## src/rtl/core/assert_macros.svh

```systemverilog
// Assertion helpers shared by the RTL. Every check is clocked on clk and
// is switched off while rst is high.
`ifndef ASSERT_MACROS_SVH
`define ASSERT_MACROS_SVH

// A property that must hold at every clock edge.
`define ASSERT_CLK(label, prop, msg) \
  label: assert property (@(posedge clk) disable iff (rst) (prop)) \
    else $error(msg);

// A consequence that must hold in the same cycle as its condition.
`define ASSERT_IMPL(label, ante, cons, msg) \
  label: assert property (@(posedge clk) disable iff (rst) (ante) |-> (cons)) \
    else $error(msg);

`endif

```

## src/rtl/core/mbp_pkg.sv

```systemverilog
`default_nettype none

package mbp_pkg;

  // Buffer size limit and the widths that follow from it.
  localparam int MAX_BYTES = 65536;
  localparam int BITPOS_W  = $clog2(MAX_BYTES * 8 + 1);
  localparam int SUM_W     = BITPOS_W + 1;
  localparam int CAPEFF_W  = $clog2(MAX_BYTES + 1);

  // Field widths of the streams and the register.
  localparam int FIELD_W     = 64;
  localparam int WIDTH_W     = 7;
  localparam int KIND_W      = 2;
  localparam int IDX_W       = 16;
  localparam int CAP_W       = 17;
  localparam int IN_TDATA_W  = ((FIELD_W + WIDTH_W + 7) / 8) * 8;
  localparam int OUT_TDATA_W = 8 + IDX_W;

  localparam logic [CAP_W-1:0] CAP_RESET = CAP_W'(65536);

  // APB register map.
  localparam int APB_ADDR_W = 3;
  localparam int APB_DATA_W = 32;
  localparam logic [0:0] REG_CAPACITY = 1'b0;

  // Item kinds carried on the input tuser.
  localparam logic [KIND_W-1:0] KIND_PLAIN   = 2'd0;
  localparam logic [KIND_W-1:0] KIND_SIGNMAG = 2'd1;
  localparam logic [KIND_W-1:0] KIND_FLUSH   = 2'd2;

  // Packer sequencer states.
  typedef enum logic [2:0] {
    ST_IDLE,
    ST_PREP,
    ST_ALIGN,
    ST_EMIT,
    ST_FLUSH,
    ST_ERROR
  } mbp_state_t;

  // One result item.
  typedef struct packed {
    logic [7:0]       out_byte;
    logic [IDX_W-1:0] byte_index;
    logic             error;
    logic             last;
  } mbp_result_t;

  // Result handed from the packer to the output stage.
  typedef struct packed {
    logic        valid;
    mbp_result_t res;
  } mbp_push_t;

endpackage

`default_nettype wire

```

## src/rtl/core/msb_first_bit_packer.sv

```systemverilog
// MSB-first bit packer. Each input transfer is a plain field, a
// sign-magnitude field or a flush; fields are packed first bit into bit 7
// and each byte is sent as soon as it is complete, with its buffer index
// and tlast on the final byte an item causes. A field that would pass the
// capacity register is refused whole and reported by one transfer with
// tuser set. The input is taken only while the packer is idle, but a
// finished byte waits in the output register without holding it up. A field
// is accepted, checked for room and loaded into the shift register, shifted
// a whole byte at a time past the bytes above its top bit, then moved out one
// output byte at a time through a 16-bit window of the shift register. A
// flush is accepted and then sends its padded byte, a refused field is
// accepted, checked and reported, and an item that writes nothing is only
// accepted; a stalled m_tready holds back each step that sends a byte.
`default_nettype none

module msb_first_bit_packer
  import mbp_pkg::*;
(
  input  logic                   clk,
  input  logic                   rst,
  // Input stream.
  input  logic                   s_tvalid,
  output logic                   s_tready,
  input  logic [IN_TDATA_W-1:0]  s_tdata,   // value [63:0], width [70:64], zero [71]
  input  logic [KIND_W-1:0]      s_tuser,   // kind [1:0]
  // Output stream.
  output logic                   m_tvalid,
  input  logic                   m_tready,
  output logic [OUT_TDATA_W-1:0] m_tdata,   // out_byte [7:0], byte_index [23:8]
  output logic [0:0]             m_tuser,   // error [0]
  output logic                   m_tlast,
  // Configuration.
  input  logic                   psel,
  input  logic                   penable,
  input  logic                   pwrite,
  input  logic [APB_ADDR_W-1:0]  paddr,
  input  logic [APB_DATA_W-1:0]  pwdata,
  output logic [APB_DATA_W-1:0]  prdata,
  output logic                   pready
);

  logic [CAP_W-1:0] capacity;
  mbp_push_t        push;
  logic             out_space;

  mbp_regs u_regs (
    .clk      (clk),
    .rst      (rst),
    .psel     (psel),
    .penable  (penable),
    .pwrite   (pwrite),
    .paddr    (paddr),
    .pwdata   (pwdata),
    .prdata   (prdata),
    .pready   (pready),
    .capacity (capacity)
  );

  mbp_engine u_engine (
    .clk       (clk),
    .rst       (rst),
    .in_valid  (s_tvalid),
    .in_ready  (s_tready),
    .kind      (s_tuser),
    .value     (s_tdata[FIELD_W-1:0]),
    .width     (s_tdata[FIELD_W +: WIDTH_W]),
    .capacity  (capacity),
    .push      (push),
    .out_space (out_space)
  );

  mbp_out u_out (
    .clk       (clk),
    .rst       (rst),
    .push      (push),
    .out_space (out_space),
    .m_tvalid  (m_tvalid),
    .m_tready  (m_tready),
    .m_tdata   (m_tdata),
    .m_tuser   (m_tuser),
    .m_tlast   (m_tlast)
  );

endmodule

`default_nettype wire

```

## src/rtl/core/mbp_regs.sv

```systemverilog
`default_nettype none

module mbp_regs
  import mbp_pkg::*;
(
  input  logic                  clk,
  input  logic                  rst,
  input  logic                  psel,
  input  logic                  penable,
  input  logic                  pwrite,
  input  logic [APB_ADDR_W-1:0] paddr,
  input  logic [APB_DATA_W-1:0] pwdata,
  output logic [APB_DATA_W-1:0] prdata,
  output logic                  pready,
  output logic [CAP_W-1:0]      capacity
);

  logic [APB_ADDR_W-3:0] word_addr;
  logic                  wr_en;

  // The port never inserts wait states.
  assign pready    = 1'b1;
  assign word_addr = paddr[APB_ADDR_W-1:2];
  assign wr_en     = psel & penable & pwrite & pready & (word_addr == REG_CAPACITY);

  // Capacity register, written at the end of the access phase.
  always_ff @(posedge clk) begin
    if (rst) begin
      capacity <= CAP_RESET;
    end else if (wr_en) begin
      capacity <= pwdata[CAP_W-1:0];
    end
  end

  // Read data for the addressed register.
  assign prdata = (word_addr == REG_CAPACITY) ? APB_DATA_W'(capacity) : '0;

endmodule

`default_nettype wire

```

## src/rtl/core/mbp_engine.sv

```systemverilog
`default_nettype none

`include "assert_macros.svh"

module mbp_engine
  import mbp_pkg::*;
(
  input  logic               clk,
  input  logic               rst,
  input  logic               in_valid,
  output logic               in_ready,
  input  logic [KIND_W-1:0]  kind,
  input  logic [FIELD_W-1:0] value,
  input  logic [WIDTH_W-1:0] width,
  input  logic [CAP_W-1:0]   capacity,
  output mbp_push_t          push,
  input  logic               out_space
);

  mbp_state_t state, state_next;

  // Item captured at the input transfer.
  logic [KIND_W-1:0]  item_kind;
  logic [FIELD_W-1:0] item_value;
  logic [WIDTH_W-1:0] item_n;
  logic [WIDTH_W-1:0] n_in;

  // Field shift register and its window bookkeeping.
  logic [FIELD_W-1:0] sr, sr_next;
  logic [WIDTH_W-1:0] rem, rem_next;
  logic [2:0]         offs, offs_next;
  logic [2:0]         skip, skip_next;

  // Architectural packer state.
  logic [6:0]          pend_bits, pend_bits_next;
  logic [2:0]          pend_cnt, pend_cnt_next;
  logic [BITPOS_W-1:0] bit_pos, bit_pos_next;

  // Setup of a field: capacity check and sign-magnitude word.
  logic [CAPEFF_W-1:0] cap_eff;
  logic                over;
  logic                neg;
  logic [FIELD_W-1:0]  mag;
  logic [FIELD_W-1:0]  sign_oh;
  logic [FIELD_W-1:0]  word;
  logic [WIDTH_W-1:0]  lead_gap;
  logic [IDX_W-1:0]    idx;

  // Up to a byte per cycle, output allowing, from a 16-bit window of sr.
  logic [3:0]         room;
  logic [3:0]         take;
  logic [15:0]        window;
  logic [7:0]         taken;
  logic [7:0]         acc;
  logic               full;
  logic [WIDTH_W-1:0] rem_after;
  logic [3:0]         offs_sum;
  logic [7:0]         flush_byte;

  assign n_in = (width > WIDTH_W'(FIELD_W)) ? WIDTH_W'(FIELD_W) : width;

  assign cap_eff = (32'(capacity) > 32'(MAX_BYTES)) ? CAPEFF_W'(MAX_BYTES)
                                                    : CAPEFF_W'(capacity);
  assign over    = (SUM_W'(bit_pos) + SUM_W'(item_n)) > SUM_W'({cap_eff, 3'b000});
  assign idx     = IDX_W'(bit_pos >> 3);

  // The sign bit takes the place of the top magnitude bit of the field.
  assign neg      = item_value[FIELD_W-1];
  assign mag      = neg ? (~item_value + FIELD_W'(1)) : item_value;
  assign sign_oh  = FIELD_W'(1) << (item_n - WIDTH_W'(1));
  assign word     = (item_kind == KIND_SIGNMAG) ? ((mag & ~sign_oh) | (neg ? sign_oh : '0))
                                                : item_value;
  assign lead_gap = WIDTH_W'(FIELD_W) - item_n;

  assign room      = 4'd8 - 4'(pend_cnt);
  assign take      = (rem < WIDTH_W'(room)) ? rem[3:0] : room;
  assign window    = sr[FIELD_W-1 -: 16] << offs;
  assign taken     = window[15:8] >> (4'd8 - take);
  assign acc       = ({1'b0, pend_bits} << take) | taken;
  assign full      = (4'(pend_cnt) + take) == 4'd8;
  assign rem_after = rem - WIDTH_W'(take);
  assign offs_sum  = 4'(offs) + take;
  assign flush_byte = {1'b0, pend_bits} << (4'd8 - 4'(pend_cnt));

  // State register and packer state.
  always_ff @(posedge clk) begin
    if (rst) begin
      state     <= ST_IDLE;
      rem       <= '0;
      offs      <= '0;
      skip      <= '0;
      pend_bits <= '0;
      pend_cnt  <= '0;
      bit_pos   <= '0;
    end else begin
      state     <= state_next;
      rem       <= rem_next;
      offs      <= offs_next;
      skip      <= skip_next;
      pend_bits <= pend_bits_next;
      pend_cnt  <= pend_cnt_next;
      bit_pos   <= bit_pos_next;
    end
  end

  // Payload registers.
  always_ff @(posedge clk) begin
    sr <= sr_next;
    if (in_valid && in_ready) begin
      item_kind  <= kind;
      item_value <= value;
      item_n     <= n_in;
    end
  end

  // Sequencer: next state, datapath updates and result pushes.
  always_comb begin
    state_next     = state;
    sr_next        = sr;
    rem_next       = rem;
    offs_next      = offs;
    skip_next      = skip;
    pend_bits_next = pend_bits;
    pend_cnt_next  = pend_cnt;
    bit_pos_next   = bit_pos;
    push           = '0;
    in_ready       = 1'b0;

    unique case (state)
      ST_IDLE: begin
        in_ready = 1'b1;
        if (in_valid) begin
          if (kind == KIND_FLUSH) begin
            if (pend_cnt != '0) state_next = ST_FLUSH;
          end else if ((kind == KIND_PLAIN || kind == KIND_SIGNMAG) && width != '0) begin
            state_next = ST_PREP;
          end
        end
      end

      // Check room for the field and load it into the shift register.
      ST_PREP: begin
        sr_next   = word;
        rem_next  = item_n;
        skip_next = lead_gap[5:3];
        offs_next = lead_gap[2:0];
        if (over) begin
          state_next = ST_ERROR;
        end else if (lead_gap[5:3] != '0) begin
          state_next = ST_ALIGN;
        end else begin
          state_next = ST_EMIT;
        end
      end

      // Drop whole bytes above the field's first bit.
      ST_ALIGN: begin
        sr_next   = sr << 8;
        skip_next = skip - 3'd1;
        if (skip == 3'd1) state_next = ST_EMIT;
      end

      // Move up to one byte's worth of bits into the pending byte.
      ST_EMIT: begin
        if (!full || out_space) begin
          push.valid          = full;
          push.res.out_byte   = acc;
          push.res.byte_index = idx;
          push.res.error      = 1'b0;
          push.res.last       = rem_after < WIDTH_W'(8);
          bit_pos_next        = bit_pos + BITPOS_W'(take);
          rem_next            = rem_after;
          offs_next           = offs_sum[2:0];
          if (offs_sum[3]) sr_next = sr << 8;
          if (full) begin
            pend_bits_next = '0;
            pend_cnt_next  = '0;
          end else begin
            pend_bits_next = acc[6:0];
            pend_cnt_next  = pend_cnt + take[2:0];
          end
          if (rem_after == '0) state_next = ST_IDLE;
        end
      end

      // Pad the partial byte with zeros and send it.
      ST_FLUSH: begin
        if (out_space) begin
          push.valid          = 1'b1;
          push.res.out_byte   = flush_byte;
          push.res.byte_index = idx;
          push.res.error      = 1'b0;
          push.res.last       = 1'b1;
          bit_pos_next        = bit_pos + BITPOS_W'(4'd8 - 4'(pend_cnt));
          pend_bits_next      = '0;
          pend_cnt_next       = '0;
          state_next          = ST_IDLE;
        end
      end

      // Report a refused field.
      ST_ERROR: begin
        if (out_space) begin
          push.valid          = 1'b1;
          push.res.out_byte   = '0;
          push.res.byte_index = idx;
          push.res.error      = 1'b1;
          push.res.last       = 1'b1;
          state_next          = ST_IDLE;
        end
      end

      default: state_next = ST_IDLE;
    endcase
  end

  `ASSERT_CLK(a_pend_matches_pos, pend_cnt == bit_pos[2:0], "pending count off bit position")
  `ASSERT_IMPL(a_emit_has_bits, state == ST_EMIT, rem != '0, "emit with no bits left")
  `ASSERT_IMPL(a_align_has_skip, state == ST_ALIGN, skip != '0, "align with nothing to skip")
  `ASSERT_IMPL(a_push_has_space, push.valid, out_space, "result pushed into a full stage")

endmodule

`default_nettype wire

```

## src/rtl/core/mbp_out.sv

```systemverilog
`default_nettype none

module mbp_out
  import mbp_pkg::*;
(
  input  logic                   clk,
  input  logic                   rst,
  input  mbp_push_t              push,
  output logic                   out_space,
  output logic                   m_tvalid,
  input  logic                   m_tready,
  output logic [OUT_TDATA_W-1:0] m_tdata,
  output logic [0:0]             m_tuser,
  output logic                   m_tlast
);

  mbp_result_t res;

  // The stage takes a new result when empty or when the held one leaves.
  assign out_space = !m_tvalid || m_tready;

  always_ff @(posedge clk) begin
    if (rst) begin
      m_tvalid <= 1'b0;
    end else if (push.valid) begin
      m_tvalid <= 1'b1;
    end else if (m_tready) begin
      m_tvalid <= 1'b0;
    end
  end

  always_ff @(posedge clk) begin
    if (push.valid) res <= push.res;
  end

  // Pack the held result onto the master side.
  assign m_tdata = {res.byte_index, res.out_byte};
  assign m_tuser = res.error;
  assign m_tlast = res.last;

endmodule

`default_nettype wire
```

## config.mk

```make
export PLATFORM = sky130hd
export DESIGN_NAME = msb_first_bit_packer
export DESIGN_NICKNAME = d
export VERILOG_FILES = /design/src/rtl/core/mbp_pkg.sv /design/src/rtl/core/msb_first_bit_packer.sv /design/src/rtl/core/mbp_regs.sv /design/src/rtl/core/mbp_engine.sv /design/src/rtl/core/mbp_out.sv
export VERILOG_INCLUDE_DIRS = /design/src /design/src/rtl/core
export SDC_FILE = /design/constraint.sdc
export NUM_CORES = 1
export LEC_CHECK = 0
export ABC_CLOCK_PERIOD_IN_PS = 8900
export BUFFER_PORTS_ARGS = -buffer_cell sky130_fd_sc_hd__buf_2
export CAP_MARGIN = 20
export CORE_AREA = 2 2 171 240
export CTS_BUF_LIST = sky130_fd_sc_hd__clkbuf_4 sky130_fd_sc_hd__clkbuf_8
export DETAILED_ROUTE_END_ITERATION = 12
export DIE_AREA = 0 0 173 242
export SYNTH_ARGS = -nofsm -noshare
export SYNTH_HDL_FRONTEND = slang
export SYNTH_HIERARCHICAL = 1
export SYNTH_SLANG_ARGS = --single-unit
```

## constraint.sdc

```tcl
create_clock -name clk -period 8.9 [get_ports clk]
set_input_delay 1.78 -clock clk [delete_from_list [all_inputs] [get_ports clk]]
set_output_delay 1.78 -clock clk [all_outputs]
set_load 0.05 [all_outputs]
```

==> results.py, run 1 <==
metrics = {
    "critical_path": {
        "crit_start": "u_engine/pend_cnt[0]",
        "end_kind": "flip-flop",
        "reg2reg_from": "u_engine/pend_cnt[0]",
        "critPathLaunchType": "flip-flop",
        "worstReg2RegEnd": "u_engine/sr[62]",
        "crit_path_max_fanout": 64,
        "worstPathRequired_ps": 9080,
        "path_class": "flip-flop to flip-flop",
        "rr_worst_depth": 18,
        "setup.worst_path.end": "u_engine/sr[62]",
        "rrSetupSlack_ps": 1600,
        "arrival_ps": 7480,
    },
    "min_path": {
        "hold_path.class": "flip-flop to flip-flop",
        "worstHoldPathCells": 2,
    },
    "synthesis": {
        "ys_seq_area_frac": 0.4031,
        "yosysTopAreaCell": "edfxtp_1",
        "async_flop_share": 0,
        "synthXorXnorAreaFrac": 0.02858,
        "synth_compound_area_frac": 0.1895,
        "yosysWarnings": 6,
        "synth_top_area_frac": 0.3195,
        "synthMuxAreaShare": 0.05945,
        "synth-simple-area-share": 0.2248,
        "synth-seq-cells": 227,
        "synth_top_family_by_area": "simple AND/OR/NAND/NOR gates",
        "synth_edf_count": 163,
        "synthCells": 1688,
        "syn_area_um2": 15320,
        "synth_cell_types": 88,
        "synthAdderAreaFrac": 0.04818,
        "synth_flop_cell": "edfxtp_1",
        "syn_avg_cell_area_um2": 9.077,
        "synthTopCellsByArea": "edfxtp_1 32%, dfxtp_1 8.4%, nor2_1 4.4%",
    },
    "finish": {
        "drive_above_1_share": 0.1493,
        "fillerInstances": 4004,
        "syn_to_final_growth_pct": 11.81,
        "num-nets-final": 1948,
    },
    "placement": {
        "post-place-ws_ps": 1713,
        "dp_hpwl_um": 31570,
        "port_buffers": 142,
        "place.gp.congestion": 0.8985,
    },
    "clocking": {
        "cts_resized": 0,
        "root_buffer": "clkbuf_8",
        "numCtsBuffers": 40,
        "clk_latency_ps": 570,
        "htreeDepth": 2,
        "hold_buffers": 0,
        "path_clk_slew_ps": 60,
        "post_cts_buffers": 0,
        "cts_tree": "yes",
        "clock_path_buffers": 3,
        "cts_sinks": 227,
    },
    "sta": {
        "grt_setup_unrepaired": "no",
        "finalClockSkew_ps": 13.70,
        "min_period_over_period": 0.8204,
        "hold_viol": 0,
        "slew_headroom": 0.2758,
        "fin_hold_ws_ps": 508.2,
        "finalWorstSetupSlack_ps": 1598,
        "min_period_ps": 7302,
        "tns_ps": 0,
        "worst_pin_slew_ps": 1085,
        "slew_viol_final": 0,
        "fmax_mhz": 137.0,
        "setup-violations-final": 0,
    },
    "route": {
        "drtAntennaViolNets": 0,
        "drt-total-wl_um": 44640,
        "initialDrtViolationCount": 879,
        "drc_errors": 0,
        "vias": 13391,
        "dr.pass1.iters": 5,
        "viasPerCell": 5.710,
        "drt-wirelength-per-cell_um": 19.03,
    },
    "global_route": {
        "grt_max_degree": 86,
        "grt-ovfl-total": 0,
        "grt_pass1_wl_um": 70570,
        "grt_pass1_vias": 13101,
        "antenna_found_initial": 3,
        "grt_usage": 0.2080,
    },
    "run_status": {
        "status": "finished clean",
    },
    "floorplan": {
        "die_w_um": 173,
        "start_util": 0.3846,
        "core_area_um2": 39840,
        "die_h_um": 242,
        "row_count": 87,
        "die_area_um2": 41870,
        "io_pins": 177,
    },
    "pwr": {
        "worst_ir_drop_vdd_mv": 0.1871,
        "p_per_area_nw_per_um2": 276.6,
        "p_leak_nw": 6.228,
    },
    "flow_run": {
        "drv_cap": 0,
    },
}
## worst max-delay path, stage by stage (launching register included)
cell and delay (ps):
dfxtp_1 680, clkinv_1 400, ha_1 310, ha_1 500
inv_1 220, ha_1 340, a21oi_1 190, o21ai_1 190
a21oi_1 360, o22a_1 680, inv_1 420, fa_1 520
xor2_1 190, or3_1 370, or3_1 390, o21ai_1 380
o211a_1 260, nor3_4 40, buf_4 390
## area by class of cell
class                      instances  area [µm²]  share of cell area
tap                              534       668.1             0.03900
clock inverter                    21       152.6            0.008910
antenna                            3       7.507           0.0004382
sequential                       227        6176              0.3605
multi-input combinational       1317        8526              0.4977
timing repair buffer             157       823.3             0.04806
clock buffer                      53       654.4             0.03820
inverter                          33       123.9            0.007231
## cell usage in the layout (no fill, tap or decap), types with 9 or more instances in the layout
master and instances:
conb_1 16, o21ai_0 87, and3_1 20, o211ai_1 21, ha_1 51, buf_4 15
nand3_1 44, a211oi_1 10, nor3_1 40, a221oi_1 15, xor2_1 23, or3_1 20
mux4_2 12, clkinv_1 13, o22ai_1 37, o21ai_1 20, o21a_1 15, nand2_1 168
inv_1 29, nor2_1 180, a21oi_1 93, nor2b_1 29, mux2i_1 55, xnor2_1 27
clkbuf_8 41, nor4_1 16, and2_1 27, nand4_1 27, a22o_1 16, o221ai_1 16
a31oi_1 9, a21o_1 11, nand2b_1 48, buf_2 142, a22oi_1 9, dfxtp_1 64
edfxtp_1 163, clkbuf_4 12, o31ai_1 17
## metrics by stage
| step | cell area (µm²) | total power, mW | cells | utilization |
|---|---|---|---|---|
| 2_1_floorplan | 15380 | 3.199 | 1702 | - |
| 3_3_place_gp | 16320 | 3.707 | 2268 | 0.4096 |
| 3_5_place_dp | 16320 | 3.751 | 2268 | 0.4096 |
| 4_1_cts | 17120 | 4.772 | 2342 | 0.4298 |
| 5_1_grt | 17130 | 5.050 | 2345 | 0.4300 |
| 6_report | 17130 | 4.739 | 2345 | 0.4300 |
## cell families after synthesis
logic type,count (synthesis)
other,2
buffers and inverters,158
and+or+nand+nor,681
AOI/OAI and AO/OA,439
DFF,227
muxes,75
adders and majority gates,56
xor gates and xnor gates,50
## synthesized netlist by cell type (12+ instances only)
| cell type | n |
|---|---|
| buf_4 | 16 |
| nand4_1 | 27 |
| o21a_1 | 15 |
| or3_1 | 20 |
| o31ai_1 | 17 |
| o21ai_1 | 20 |
| a221oi_1 | 15 |
| inv_1 | 29 |
| o221ai_1 | 16 |
| nor2b_1 | 31 |
| nand2b_1 | 48 |
| o211ai_1 | 21 |
| and3_1 | 20 |
| nor4_1 | 16 |
| o21ai_0 | 87 |
| nor3_1 | 41 |
| and2_1 | 29 |
| nand3_1 | 44 |
| nor2_1 | 180 |
| o22ai_1 | 37 |
| mux2i_1 | 55 |
| a22o_1 | 16 |
| mux4_2 | 12 |
| dfxtp_1 | 64 |
| xor2_1 | 23 |
| xnor2_1 | 27 |
| edfxtp_1 | 163 |
| nand2_1 | 168 |
| a21oi_1 | 93 |
| ha_1 | 51 |
| clkbuf_1 | 92 |
## metal layers
metal	vias up	GRT usage	routed length [µm]
li1	6454	-	-
met1	6377	0.2367	17180
met2	419	0.3706	22870
met3	141	0.02731	2053
met4	0	0.1231	2540
met5	-	0	0
## registers in the layout, summed over array words and instances, names as in the netlist, 7 cells and up
signal,flops
u_engine/sr,64
u_out/m_tdata,24
u_engine/rem,7
u_engine/bit_pos,20
u_engine/item_n,7
u_regs/capacity,17
u_engine/item_value,64
u_engine/pend_bits,7
## power by group
| group | total (mW) | internal [mW] | switching, mW |
|---|---|---|---|
| registers | 1.83 | 1.57 | 0.261 |
| logic | 1.91 | 0.653 | 1.26 |
| clock network | 0.994 | 0.540 | 0.454 |
| total | 4.74 | 2.77 | 1.97 |
## how the worst min path moves through the flow
stage                             start             endpoint
detailed placement     u_engine/skip[0]     u_engine/skip[0]
global route            u_engine/sr[28]      u_engine/sr[36]
CTS                    u_engine/skip[0]     u_engine/skip[0]
finish                 u_engine/skip[0]     u_engine/skip[0]
global placement       u_engine/skip[0]     u_engine/skip[0]
floorplan           u_engine/bit_pos[0]  u_engine/bit_pos[0]
Power figures use the tool's default switching activity.
==> inputs of run 2 (changes only) <==
--- a/config.mk
+++ b/config.mk
@@ -6,13 +6,14 @@
 export SDC_FILE = /design/constraint.sdc
 export NUM_CORES = 1
 export LEC_CHECK = 0
-export ABC_CLOCK_PERIOD_IN_PS = 8900
+export ABC_AREA = 1
+export ABC_CLOCK_PERIOD_IN_PS = 6100
 export BUFFER_PORTS_ARGS = -buffer_cell sky130_fd_sc_hd__buf_2
 export CAP_MARGIN = 20
-export CORE_AREA = 2 2 171 240
+export CORE_AREA = 2 2 173 243
 export CTS_BUF_LIST = sky130_fd_sc_hd__clkbuf_4 sky130_fd_sc_hd__clkbuf_8
 export DETAILED_ROUTE_END_ITERATION = 12
-export DIE_AREA = 0 0 173 242
+export DIE_AREA = 0 0 175 245
 export SYNTH_ARGS = -nofsm -noshare
 export SYNTH_HDL_FRONTEND = slang
 export SYNTH_HIERARCHICAL = 1
==> constraint.sdc (replaced) <==
create_clock -name clk -period 6.1 [get_ports clk]
set_input_delay 1.22 -clock clk [delete_from_list [all_inputs] [get_ports clk]]
set_output_delay 1.22 -clock clk [all_outputs]
set_load 0.05 [all_outputs]
==> results.py, run 2 <==
metrics = {
    "pwr": {
        "total_power_mw": 8.425,
        "p_comb_frac": 0.509,
        "p_int_mw": 4.449,
        "power_frac_clock": 0.176,
        "p_sw_frac": 0.4719,
        "p_switching_mw": 3.976,
        "worst_ir_drop_vdd_mv": 0.2966,
        "p_per_area_nw_per_um2": 475.2,
        "pwr-share-seq": 0.316,
        "p_leak_nw": 7.316,
    },
    "clocking": {
        "cts_tree": "yes",
        "post_cts_buffers": 0,
        "root_buffer": "clkbuf_8",
        "numCtsBuffers": 39,
        "clk_latency_ps": 580,
        "clock_path_buffers": 3,
        "htreeDepth": 2,
        "cts_resized": 0,
        "path_clk_slew_ps": 60,
        "cts_sinks": 227,
        "hold_buffers": 0,
    },
    "synthesis": {
        "synth-seq-cells": 227,
        "yosysWarnings": 6,
        "ys_top_cells_by_count": "517 x nand2_1, 254 x nor2_1, 251 x inv_1, 188 x o21ai_0, 163 x edfxtp_1",
        "synth_edf_count": 163,
        "synthTopCellsByArea": "edfxtp_1 31%, nand2_1 12%, dfxtp_1 8.1%",
        "synth_cell_types": 63,
        "synth_most_common_cell": "nand2_1",
        "synth_top_area_frac": 0.3104,
        "synthCells": 2155,
        "async_flop_share": 0,
        "yosysTopAreaCell": "edfxtp_1",
        "synth_flop_cell": "edfxtp_1",
        "ys_seq_area_frac": 0.3917,
        "syn_avg_cell_area_um2": 7.317,
        "syn_area_um2": 15770,
    },
    "global_route": {
        "grt_max_degree": 95,
        "grt_usage": 0.2142,
        "grt-ovfl-total": 0,
        "grt_pass1_vias": 13888,
        "grt_pass1_wl_um": 72910,
        "antenna_found_initial": 2,
    },
    "placement": {
        "dpl_cell_area_um2": 16880,
        "port_buffers": 142,
        "place.gp.congestion": 0.9720,
        "dp_hpwl_um": 35660,
    },
    "route": {
        "drt-total-wl_um": 46800,
        "drt-wirelength-per-cell_um": 16.43,
        "dr.pass1.iters": 5,
        "drc_errors": 0,
        "viasPerCell": 5.138,
        "initialDrtViolationCount": 1051,
        "drtAntennaViolNets": 0,
        "vias": 14637,
    },
    "sta": {
        "worst_pin_slew_ps": 995.5,
        "tns_ps": 0,
        "min_period_ps": 4973,
        "slew_headroom": 0.3364,
        "fmax_mhz": 201.1,
        "slew_viol_final": 0,
        "setup-violations-final": 0,
        "finalClockSkew_ps": 37.60,
        "min_period_over_period": 0.8152,
        "hold_viol": 0,
        "grt_setup_unrepaired": "no",
    },
    "critical_path": {
        "crit_path_max_fanout": 18,
        "critPathLaunchType": "flip-flop",
        "end_kind": "flip-flop",
        "worstPathRequired_ps": 6410,
        "path_class": "flip-flop to flip-flop",
        "arrival_ps": 5280,
    },
    "flow_run": {
        "drv_cap": 0,
    },
    "floorplan": {
        "io_pins": 177,
        "start_util": 0.3860,
        "die_h_um": 245,
        "die_area_um2": 42880,
        "die_w_um": 175,
        "row_count": 88,
        "core_area_um2": 40850,
    },
    "finish": {
        "num-nets-final": 2450,
        "final_common_cell": "nand2_1",
        "drive_above_1_share": 0.1339,
        "utilization": 0.4341,
        "fillerInstances": 4265,
        "stdcell_area_um2": 17730,
        "syn_to_final_growth_pct": 12.45,
        "final_cell_mix": "517 x nand2_1, 253 x nor2_1, 250 x inv_1",
    },
    "min_path": {
        "hold_path.class": "flip-flop to flip-flop",
    },
    "run_status": {
        "status": "finished clean",
    },
}
## run 2: cell count changes after synthesis, sizes merged, moves of 31 or more
cell and delta:
o22ai -34, nand2 +358, nand2b -49, nor2b -31, clkbuf -47, mux2i -52
nor2 +105, o21ai +97, inv +232, nand3 +88
## run 2: final cells by class
type / instances / area [µm²] / area share
repair buffers: 156 / 840.8 / 0.04742
inverters: 268 / 1012 / 0.05709
flip-flops and latches: 227 / 6176 / 0.3483
well taps: 540 / 675.6 / 0.03811
diodes: 2 / 5.005 / 0.0002823
clock inverters: 22 / 219.0 / 0.01235
clock buffers: 48 / 604.3 / 0.03408
multi-input cells: 1586 / 8198 / 0.4624
## run 2: worst max-delay path, stage by stage, from the launching register on
cell	delay, ps
dfxtp_1	440
inv_1	70
ha_1	180
ha_1	390
clkinv_1	280
ha_1	380
a21oi_1	150
nand2_1	80
nand2_2	100
nand2_4	90
nand2_1	70
nand2_1	330
fa_1	540
xnor2_1	200
nand3_1	90
inv_1	90
nand4_2	130
nand2_2	130
inv_2	140
nor2_8	230
inv_4	140
nor2_4	330
nor2_1	90
## run 2: final timing paths
| kind | startpoint | slack, ps | to | depth (start not counted) |
|---|---|---|---|---|
| setup / recovery | u_engine/pend_cnt[1] | 1130 | u_out/m_tdata[12] | 22 |
| hold / removal | u_engine/pend_bits[3] | 470 | u_engine/pend_bits[3] | 2 |
| setup reg to reg | u_engine/pend_cnt[1] | 1130 | u_out/m_tdata[12] | 22 |
| hold reg to reg | u_engine/pend_bits[3] | 470 | u_engine/pend_bits[3] | 2 |
## run 2: power by group through the flow
stage | registers (mW) | logic, mW | clock network (mW)
after detailed placement | 2.69 | 4.25 | 0
after CTS | 2.66 | 4.28 | 1.55
after floorplan | 2.75 | 3.08 | 0
after global routing | 2.70 | 4.85 | 1.60
after global placement | 2.68 | 4.20 | 0
final | 2.66 | 4.29 | 1.48
## run 2: through the flow
step	hold slack, ps	setup slack, ps	std cells
global placement	456.7	1219	2776
detailed placement	465.1	1156	2776
floorplan	443.6	150.2	2169
global route	500.0	694.0	2849
finish	472.0	1127	2849
CTS	472.7	1127	2846
## run 2: kinds of logic after synthesis
group | share of synthesized area
xor gates and xnor gates | 0.04150
buffers and inverters | 0.09435
and+or+nand+nor | 0.2954
other | 0.0004763
AOI/OAI and AO/OA | 0.1279
muxes | 0.001905
adders and majority gates | 0.04682
DFF | 0.3917
## run 2: per-layer routing
| metal | vias to the layer above | GRT usage | part of all wire |
|---|---|---|---|
| met5 | - | 0 | 0 |
| met4 | 0 | 0.1206 | 0.057 |
| met3 | 128 | 0.02525 | 0.045 |
| met2 | 436 | 0.3912 | 0.51 |
| met1 | 6733 | 0.2401 | 0.39 |
| li1 | 7340 | - | - |
